## src/sv/ffsx_pkg.sv

```systemverilog
// Shared types and constants for the fixed frame sync XOR checker.
`default_nettype none
package ffsx_pkg;

    // Fixed record and field layout
    localparam int RECORD_BYTES = 8;
    localparam int REC_W        = 8 * RECORD_BYTES;
    localparam int REC_START    = 6;
    localparam int SEQ_POS      = 4;
    localparam int LEN_HI_POS   = 2;
    localparam int LEN_LO_POS   = 3;
    localparam int IDX_W        = 4;

    // Configuration port
    localparam int CFG_IDX_W  = 2;
    localparam int CFG_DATA_W = 16;

    localparam logic [CFG_IDX_W-1:0] REG_HEADER  = 2'd0;
    localparam logic [CFG_IDX_W-1:0] REG_FOOTER  = 2'd1;
    localparam logic [CFG_IDX_W-1:0] REG_EXP_LEN = 2'd2;

    localparam logic [7:0]  HEADER_RST  = 8'hAA;
    localparam logic [7:0]  FOOTER_RST  = 8'h55;
    localparam logic [15:0] EXP_LEN_RST = 16'd96;

    // Result kinds
    typedef enum logic [1:0] {
        KIND_MOTOR    = 2'd0,
        KIND_FOOTER   = 2'd1,
        KIND_CHECKSUM = 2'd2,
        KIND_LENGTH   = 2'd3
    } kind_t;

    // Control for one record cell
    typedef struct packed {
        logic load;
        logic shift;
    } rec_ctl_t;

endpackage
`default_nettype wire

```

## src/sv/ffsx_byte_if.sv

```systemverilog
// Input byte channel: valid/ready with one received byte.
`default_nettype none
interface ffsx_byte_if;
    logic       valid;
    logic       ready;
    logic [7:0] rx_byte;

    modport source (output valid, output rx_byte, input ready);
    modport sink (input valid, input rx_byte, output ready);
endinterface
`default_nettype wire

```

## src/sv/ffsx_result_if.sv

```systemverilog
// Result channel: valid/ready with one motor record or error result.
`default_nettype none
interface ffsx_result_if;
    logic                       valid;
    logic                       ready;
    logic [1:0]                 kind;
    logic [ffsx_pkg::IDX_W-1:0] motor_index;
    logic [ffsx_pkg::REC_W-1:0] record_bits;
    logic [7:0]                 sequence_res;
    logic                       last;

    modport source (output valid, output kind, output motor_index, output record_bits,
                    output sequence_res, output last, input ready);
    modport sink (input valid, input kind, input motor_index, input record_bits,
                  input sequence_res, input last, output ready);
endinterface
`default_nettype wire

```

## src/sv/fixed_frame_sync_xor_checker_top.sv

```systemverilog
// Top level: frame sync, checks and record output of the XOR checksum frame checker.
//
//  channel  | dir | payload                                          | transfer when
//  in_ch    | in  | rx_byte[7:0]                                     | valid && ready
//  out_ch   | out | kind, motor_index, record_bits, sequence_res, last | valid && ready
//  cfg      | in  | cfg_index[1:0], cfg_data[15:0]                   | cfg_we
//
//  One byte per cycle: the window is a chain of FRAME_LEN-1 byte cells plus a sliding XOR.
//  A frame check finishes in the cycle its last byte arrives; results leave from a chain of
//  MOTOR_COUNT record cells, one per cycle while out_ch.ready, first in the cycle after.
//  in_ch stalls only when a byte would complete a frame with the header in place while
//  results of the previous frame are still waiting beyond the one being taken.
//  Reset clears window, fill count and pending results; registers return to defaults.
`default_nettype none
module fixed_frame_sync_xor_checker_top
#(
    parameter int FRAME_LEN   = 112,
    parameter int MOTOR_COUNT = 12
)
(
    input  wire logic                               clk,
    input  wire logic                               rst_n,
    ffsx_byte_if.sink                               in_ch,
    ffsx_result_if.source                           out_ch,
    input  wire logic                               cfg_we,
    input  wire logic [ffsx_pkg::CFG_IDX_W-1:0]     cfg_index,
    input  wire logic [ffsx_pkg::CFG_DATA_W-1:0]    cfg_data
);

    localparam int HIST   = FRAME_LEN - 1;
    localparam int FILL_W = $clog2(FRAME_LEN);
    localparam int CNT_W  = $clog2(MOTOR_COUNT + 1);
    localparam int REC_W  = ffsx_pkg::REC_W;

    // Configuration registers
    logic [7:0]  header_reg;
    logic [7:0]  footer_reg;
    logic [15:0] exp_len_reg;

    always_ff @(posedge clk or negedge rst_n)
    begin
        if (!rst_n)
        begin
            header_reg  <= ffsx_pkg::HEADER_RST;
            footer_reg  <= ffsx_pkg::FOOTER_RST;
            exp_len_reg <= ffsx_pkg::EXP_LEN_RST;
        end
        else if (cfg_we)
        begin
            unique case (cfg_index)
                ffsx_pkg::REG_HEADER:  header_reg  <= cfg_data[7:0];
                ffsx_pkg::REG_FOOTER:  footer_reg  <= cfg_data[7:0];
                ffsx_pkg::REG_EXP_LEN: exp_len_reg <= cfg_data;
                default: ;
            endcase
        end
    end

    // Handshake and window control
    logic in_fire;
    logic out_fire;
    logic full_now;
    logic need_emit;
    logic free;
    logic emit;
    logic good;
    ffsx_pkg::kind_t kind_chk;

    logic [FILL_W-1:0] fill_reg, fill_next;
    logic [7:0]        xor_reg, xor_next;
    logic [CNT_W-1:0]  cnt_reg, cnt_next;
    logic [ffsx_pkg::IDX_W-1:0] idx_reg, idx_next;
    ffsx_pkg::kind_t   kind_reg, kind_next;
    logic [7:0]        seq_reg, seq_next;

    // Window chain: cell 0 is the oldest byte, win_full[HIST] the incoming one
    logic [7:0] win_q [0:HIST-1];
    logic [7:0] win_full [0:FRAME_LEN-1];

    assign in_fire  = in_ch.valid && in_ch.ready;
    assign out_fire = out_ch.valid && out_ch.ready;

    genvar gi;
    generate
        for (gi = 0; gi < HIST; gi++)
        begin : g_win
            logic [7:0] d_in;
            if (gi == HIST - 1)
            begin : g_tail
                assign d_in = in_ch.rx_byte;
            end
            else
            begin : g_mid
                assign d_in = win_q[gi + 1];
            end
            ffsx_byte_cell u_cell
            (
                .clk      (clk),
                .rst_n    (rst_n),
                .shift_en (in_fire),
                .d        (d_in),
                .q        (win_q[gi])
            );
            assign win_full[gi] = win_q[gi];
        end
    endgenerate
    assign win_full[HIST] = in_ch.rx_byte;

    // Decide whether this byte completes a frame that has to be checked
    assign full_now  = (fill_reg == FILL_W'(HIST));
    assign need_emit = full_now && (win_q[0] == header_reg);
    assign free      = (cnt_reg == '0) || ((cnt_reg == CNT_W'(1)) && out_ch.ready);
    assign in_ch.ready = !need_emit || free;
    assign emit      = in_fire && need_emit;

    // Check footer, then checksum, then length
    always_comb
    begin
        if (in_ch.rx_byte != footer_reg)
        begin
            kind_chk = ffsx_pkg::KIND_FOOTER;
        end
        else if (xor_reg != 8'd0)
        begin
            kind_chk = ffsx_pkg::KIND_CHECKSUM;
        end
        else if ({win_q[ffsx_pkg::LEN_HI_POS], win_q[ffsx_pkg::LEN_LO_POS]} != exp_len_reg)
        begin
            kind_chk = ffsx_pkg::KIND_LENGTH;
        end
        else
        begin
            kind_chk = ffsx_pkg::KIND_MOTOR;
        end
    end

    assign good = emit && (kind_chk == ffsx_pkg::KIND_MOTOR);

    // Next values of fill count, sliding XOR and result control
    always_comb
    begin
        fill_next = fill_reg;
        xor_next  = xor_reg;
        cnt_next  = cnt_reg;
        idx_next  = idx_reg;
        kind_next = kind_reg;
        seq_next  = seq_reg;
        if (in_fire)
        begin
            xor_next = xor_reg ^ win_q[0] ^ in_ch.rx_byte;
            if (!full_now)
            begin
                fill_next = fill_reg + FILL_W'(1);
            end
            else if (good)
            begin
                fill_next = '0;
            end
        end
        if (emit)
        begin
            cnt_next  = good ? CNT_W'(MOTOR_COUNT) : CNT_W'(1);
            idx_next  = '0;
            kind_next = kind_chk;
            seq_next  = good ? win_q[ffsx_pkg::SEQ_POS] : 8'd0;
        end
        else if (out_fire)
        begin
            cnt_next = cnt_reg - CNT_W'(1);
            idx_next = idx_reg + ffsx_pkg::IDX_W'(1);
        end
    end

    always_ff @(posedge clk or negedge rst_n)
    begin
        if (!rst_n)
        begin
            fill_reg <= '0;
            xor_reg  <= '0;
            cnt_reg  <= '0;
            idx_reg  <= '0;
            kind_reg <= ffsx_pkg::KIND_MOTOR;
            seq_reg  <= '0;
        end
        else
        begin
            fill_reg <= fill_next;
            xor_reg  <= xor_next;
            cnt_reg  <= cnt_next;
            idx_reg  <= idx_next;
            kind_reg <= kind_next;
            seq_reg  <= seq_next;
        end
    end

    // Record chain: cell 0 drives the output
    ffsx_pkg::rec_ctl_t rec_ctl;
    logic [REC_W-1:0]   rec_q [0:MOTOR_COUNT-1];

    assign rec_ctl.load  = emit;
    assign rec_ctl.shift = out_fire;

    genvar gm, gj;
    generate
        for (gm = 0; gm < MOTOR_COUNT; gm++)
        begin : g_rec
            logic [REC_W-1:0] rec_bits;
            logic [REC_W-1:0] next_bits;
            for (gj = 0; gj < ffsx_pkg::RECORD_BYTES; gj++)
            begin : g_byte
                localparam int POS = ffsx_pkg::REC_START + gm * ffsx_pkg::RECORD_BYTES + gj;
                localparam int MSB = REC_W - 1 - 8 * gj;
                if (POS < FRAME_LEN)
                begin : g_in
                    assign rec_bits[MSB -: 8] = win_full[POS];
                end
                else
                begin : g_past
                    assign rec_bits[MSB -: 8] = 8'd0;
                end
            end
            if (gm == MOTOR_COUNT - 1)
            begin : g_end
                assign next_bits = '0;
            end
            else
            begin : g_link
                assign next_bits = rec_q[gm + 1];
            end
            ffsx_rec_cell u_rec
            (
                .clk       (clk),
                .ctl       (rec_ctl),
                .load_bits (good ? rec_bits : '0),
                .next_bits (next_bits),
                .q         (rec_q[gm])
            );
        end
    endgenerate

    // Drive the result channel
    assign out_ch.valid        = (cnt_reg != '0);
    assign out_ch.kind         = kind_reg;
    assign out_ch.motor_index  = idx_reg;
    assign out_ch.record_bits  = rec_q[0];
    assign out_ch.sequence_res = seq_reg;
    assign out_ch.last         = (cnt_reg == CNT_W'(1));

    // Checks on the frame and result control
    a_new_results_only_when_free: assert property (@(posedge clk) disable iff (!rst_n)
        emit |-> free)
        else $error("frame results loaded over pending results");

    a_good_frame_empties_window: assert property (@(posedge clk) disable iff (!rst_n)
        good |=> (fill_reg == '0))
        else $error("window not emptied after a good frame");

    a_motor_index_tracks_count: assert property (@(posedge clk) disable iff (!rst_n)
        (cnt_reg != '0 && kind_reg == ffsx_pkg::KIND_MOTOR) |->
            ((8'(idx_reg) + 8'(cnt_reg)) == 8'(MOTOR_COUNT)))
        else $error("motor index out of step with pending count");

    a_error_single_result: assert property (@(posedge clk) disable iff (!rst_n)
        (cnt_reg != '0 && kind_reg != ffsx_pkg::KIND_MOTOR) |->
            (cnt_reg == CNT_W'(1) && idx_reg == '0 && seq_reg == 8'd0))
        else $error("error result is not a single zeroed result");

endmodule
`default_nettype wire

```

## src/sv/ffsx_byte_cell.sv

```systemverilog
// One byte cell of the receive window shift chain.
`default_nettype none
module ffsx_byte_cell
(
    input  wire logic       clk,
    input  wire logic       rst_n,
    input  wire logic       shift_en,
    input  wire logic [7:0] d,
    output logic      [7:0] q
);

    logic [7:0] q_reg;

    // Take the neighbor's byte on every accepted transfer
    always_ff @(posedge clk or negedge rst_n)
    begin
        if (!rst_n)
        begin
            q_reg <= '0;
        end
        else if (shift_en)
        begin
            q_reg <= d;
        end
    end

    assign q = q_reg;

endmodule
`default_nettype wire

```

## src/sv/ffsx_rec_cell.sv

```systemverilog
// One record cell of the output chain: parallel load, shift toward the head.
`default_nettype none
module ffsx_rec_cell
(
    input  wire logic                       clk,
    input  wire ffsx_pkg::rec_ctl_t         ctl,
    input  wire logic [ffsx_pkg::REC_W-1:0] load_bits,
    input  wire logic [ffsx_pkg::REC_W-1:0] next_bits,
    output logic      [ffsx_pkg::REC_W-1:0] q
);

    logic [ffsx_pkg::REC_W-1:0] q_reg;

    // Load a fresh frame, else advance from the neighbor when the head is taken
    always_ff @(posedge clk)
    begin
        if (ctl.load)
        begin
            q_reg <= load_bits;
        end
        else if (ctl.shift)
        begin
            q_reg <= next_bits;
        end
    end

    assign q = q_reg;

endmodule
`default_nettype wire
```

## src/flat_wrapper.sv

```systemverilog
// flat-port wrapper written by rule: the top's interface ports become plain ports
module fixed_frame_sync_xor_checker_top_flat 
#(
    parameter int FRAME_LEN   = 112,
    parameter int MOTOR_COUNT = 12
)
  (clk, rst_n, cfg_we, cfg_index, cfg_data, in_ch_valid, in_ch_rx_byte, in_ch_ready, out_ch_valid, out_ch_kind, out_ch_motor_index, out_ch_record_bits, out_ch_sequence_res, out_ch_last, out_ch_ready);
  ffsx_byte_if in_ch_i ();
  ffsx_result_if out_ch_i ();
  input  wire logic clk;
  input  wire logic rst_n;
  input  wire logic cfg_we;
  input  wire logic [ffsx_pkg::CFG_IDX_W-1:0] cfg_index;
  input  wire logic [ffsx_pkg::CFG_DATA_W-1:0] cfg_data;
  input wire logic [$bits(in_ch_i.valid)-1:0] in_ch_valid;
  input wire logic [$bits(in_ch_i.rx_byte)-1:0] in_ch_rx_byte;
  output wire logic [$bits(in_ch_i.ready)-1:0] in_ch_ready;
  output wire logic [$bits(out_ch_i.valid)-1:0] out_ch_valid;
  output wire logic [$bits(out_ch_i.kind)-1:0] out_ch_kind;
  output wire logic [$bits(out_ch_i.motor_index)-1:0] out_ch_motor_index;
  output wire logic [$bits(out_ch_i.record_bits)-1:0] out_ch_record_bits;
  output wire logic [$bits(out_ch_i.sequence_res)-1:0] out_ch_sequence_res;
  output wire logic [$bits(out_ch_i.last)-1:0] out_ch_last;
  input wire logic [$bits(out_ch_i.ready)-1:0] out_ch_ready;
  assign in_ch_i.valid = in_ch_valid;
  assign in_ch_i.rx_byte = in_ch_rx_byte;
  assign in_ch_ready = in_ch_i.ready;
  assign out_ch_valid = out_ch_i.valid;
  assign out_ch_kind = out_ch_i.kind;
  assign out_ch_motor_index = out_ch_i.motor_index;
  assign out_ch_record_bits = out_ch_i.record_bits;
  assign out_ch_sequence_res = out_ch_i.sequence_res;
  assign out_ch_last = out_ch_i.last;
  assign out_ch_i.ready = out_ch_ready;
  fixed_frame_sync_xor_checker_top #(.FRAME_LEN(FRAME_LEN), .MOTOR_COUNT(MOTOR_COUNT)) u_core (.clk(clk), .rst_n(rst_n), .in_ch(in_ch_i), .out_ch(out_ch_i), .cfg_we(cfg_we), .cfg_index(cfg_index), .cfg_data(cfg_data));
endmodule
```

## config.mk

```make
export PLATFORM = sky130hd
export DESIGN_NAME = fixed_frame_sync_xor_checker_top_flat
export DESIGN_NICKNAME = d
export VERILOG_FILES = /design/src/sv/ffsx_pkg.sv /design/src/sv/ffsx_byte_if.sv /design/src/sv/ffsx_result_if.sv /design/src/sv/fixed_frame_sync_xor_checker_top.sv /design/src/sv/ffsx_byte_cell.sv /design/src/sv/ffsx_rec_cell.sv /design/src/flat_wrapper.sv
export SDC_FILE = /design/constraint.sdc
export NUM_CORES = 2
export LEC_CHECK = 0
export ABC_AREA = 1
export ABC_CLOCK_PERIOD_IN_PS = 21300
export BUFFER_PORTS_ARGS = -buffer_cell sky130_fd_sc_hd__buf_2
export CAP_MARGIN = 20
export CORE_ASPECT_RATIO = 1.1
export CORE_MARGIN = 2
export CORE_UTILIZATION = 25
export CTS_CLUSTER_DIAMETER = 150
export DETAILED_ROUTE_END_ITERATION = 8
export GPL_ROUTABILITY_DRIVEN = 0
export SETUP_SLACK_MARGIN = 0.2
export SLEW_MARGIN = 20
export SYNTH_ARGS = -nofsm -noshare
export SYNTH_HDL_FRONTEND = slang
export SYNTH_SLANG_ARGS = --single-unit
```

## constraint.sdc

```tcl
create_clock -name clk -period 21.3 [get_ports clk]
set_clock_uncertainty 0.05 [all_clocks]
set_input_delay 1.065 -clock clk [delete_from_list [all_inputs] [get_ports clk]]
set_output_delay 1.065 -clock clk [all_outputs]
set_load 0.01 [all_outputs]
```

==> reports/qor.txt <==
Row count: 205
Post-CTS Resized: 0
Most frequent cells after synthesis: 3210 x nand2_1, 1500 x nand3_1, 943 x dfrtp_1
Worst path max stage delay: 0.80 ns
Cell Pwr Density: 87.7 nW/um^2
CTS tree: built
Final slew viol count: 0
WP data required: 21.67 ns
Worst setup EP type: register
Root Buffer: clkbuf_16
Register clock-pin slew on the reported worst setup and hold paths: 0.06 ns
IO Port Bufs: 111
Synth area leaders: dfrtp_1 33%, edfxtp_1 32%, nand2_1 17%
Placed Cells: 10.8k
Status: finished, final reports clean
Layout cells sized above 1: 6.48%
Core ar.: 284000 sq um
# setup viols final: 0
Global-route wire length before repair: 268000 um
Vias: 50.3k
Mapped Cells: 7460
Worst Max-Slew Pin Slew: 1.31 ns
DIE HEIGHT: 565 um
Mean Syn Cell Area: 9.58 sq um
Setup Fix Bufs, Post-CTS: 0
Final clock period utilization by the worst path: 26.8%
Detailed Route Iter0 Violations: 4923
Register Area: 46900 sq um
I/O pins: 112
Ys Warns: 0
CP startpoint kind: register
Worst Path Arrival: 6.08 ns
Number of flip-flops in the largest register: 888
Leakage: 36.2 nW
Detailed-route vias per instance: 4.51
Synth top area share: 33.0%
# hold bufs at CTS: 0
Grt ovf: 0
Sequential area share after synthesis: 65.7%
Worst Hold Class: primary input to async pin
Area leader, netlist: dfrtp_1
Footprint of the multi-input gates: 21400 sq um
Initial antenna violation count: 9
Fillers: 29.3k
WS Path Type: register to register
Post-Route WL: 163000 um
Critical-path cell list: ha_1 > nand3_1 > inv_2 > nand3_2 > nor2_2 > nand4_1 > nand2_4 > buf_4 > buf_4 > buf_4 > buf_6
Max frequency: 175 MHz
Non-Filler Instances: 11.2k
Share of synthesized registers carrying an async set or reset: 55.4%
Wirelength per Cell: 14.6 um
Max H-tree Level: 4
Peak supply drop: 0.0858 mV
Slew margin rel.: 12.5%
Most used cell, CP: buf_4
Top-count cell post-synth: nand2_1
Synth Net Count: 7495
Synth Register Bits: 1721
ANT nets after route: 0
Critical-path maximum fanout: 83
Remaining DRCs: 0
First-pass detailed-route iteration total: 6
Clk sink count: 1721
Number of global-route vias before repair: 50.2k
Final worst setup slack: 15.59 ns
Worst-skew pair later-pin latency: 0.81 ns
Largest net degree at the start of global routing: 215
Final Hold Vio Count: 0
CTS Buf Count: 172
EDFF count, synth: 768
HPWL Detailed: 89000 um
Maxcap violations: 0
CP top delay family: buffers and inverters
Post-layout min period: 5.71 ns
Fin Setup TNS: 0 ns
Area Growth Syn to Fin: 12.7%
Mapped Area: 71500 sq um
Total Nets Final: 7313
Power Total: 7.06 mW
Pre-CTS WS: 14.71 ns
Die area: 290000 sq um
CP max-delay cell: buf_4
Clock buffer depth: 3
Main synth FF type: dfrtp_1
Initial core utilization: 25.2%
Die X: 514 um
GRT Total Usage: 11.0%
RSZ-0062 raised after global routing: false
WP buf/inv: 5
Synth unique cells: 29
[cells by family (layout without fill, tap and decap cells)]
logic type	after synthesis	count (layout)	synth area share (%)
muxes	1	1	0.0158
and+or+nand+nor	4863	4863	28.2
AOI/OAI and AO/OA	163	163	1.15
buffers and inverters	677	644	4.48
DFF	1721	1721	65.7
other	0	3	0
adders and majority gates	4	4	0.0700
xor gates and xnor gates	31	31	0.380
[final cells by class]
class,count,area share (%)
repair buffers,179,1.57
multi-input cells,5062,26.5
diodes,3,0.00933
inverters,142,0.671
well taps,3726,5.79
flip-flops and latches,1721,58.3
clock buffers,245,6.12
clock inverters,78,1.00
[placed cells by master (no fill, tap or decap), drive strengths merged, types with 6 or more instances in the layout]
master    count
dfrtp       943
dfstp        10
xnor2        16
inv         145
buf         179
nand2      3211
nor2        139
clkinv       58
o21ai       127
clkbuf      245
bufinv       11
xor2         15
edfxtp      768
nand3      1502
a21oi        35
clkinvlp      6
[report_power, final]
| group | leakage, nW | switching, mW | total, mW | internal (mW) |
|---|---|---|---|---|
| registers | 18.7 | 0.106 | 3.70 | 3.59 |
| logic | 14.7 | 0.205 | 0.303 | 0.0977 |
| clock network | 2.81 | 1.30 | 3.06 | 1.75 |
| total | 36.2 | 1.61 | 7.06 | 5.44 |
[path summary, 6_finish.rpt]
kind,endpoint,from,slack (ns),cells past startpoint
setup / recovery,u_core.g_rec[6].u_rec.q[63],u_core.fill_reg[0],15.59,11
hold / removal,u_core.g_win[96].u_cell.q[3],rst_n,0.23,1
setup reg to reg,u_core.g_rec[6].u_rec.q[63],u_core.fill_reg[0],15.59,11
hold reg to reg,u_core.g_win[105].u_cell.q[2],u_core.g_win[105].u_cell.q[2],0.42,2
max in group asynchronous,u_core.g_win[3].u_cell.q[7],rst_n,17.35,5
min in group clk,u_core.g_win[105].u_cell.q[2],u_core.g_win[105].u_cell.q[2],0.42,2
[metal layers]
| layer | vias up | global-route usage, % | part of all wire (%) |
|---|---|---|---|
| met5 | - | 0 | 0.034 |
| met4 | 8 | 3.87 | 2.8 |
| met3 | 265 | 1.80 | 4.3 |
| met2 | 1164 | 18.9 | 49 |
| met1 | 24829 | 14.0 | 44 |
| li1 | 24075 | - | - |
[through the flow]
stage	utilization, %	cell area [sq um]	hold slack, ns
3_5_place_dp	26.3	74700	0.409
3_3_place_gp	26.3	74700	0.404
2_1_floorplan	-	71500	0.393
6_report	28.3	80500	0.231
4_1_cts	28.3	80500	0.215
5_1_grt	28.3	80500	0.271
No activity file was read; power rests on OpenSTA's default activity.
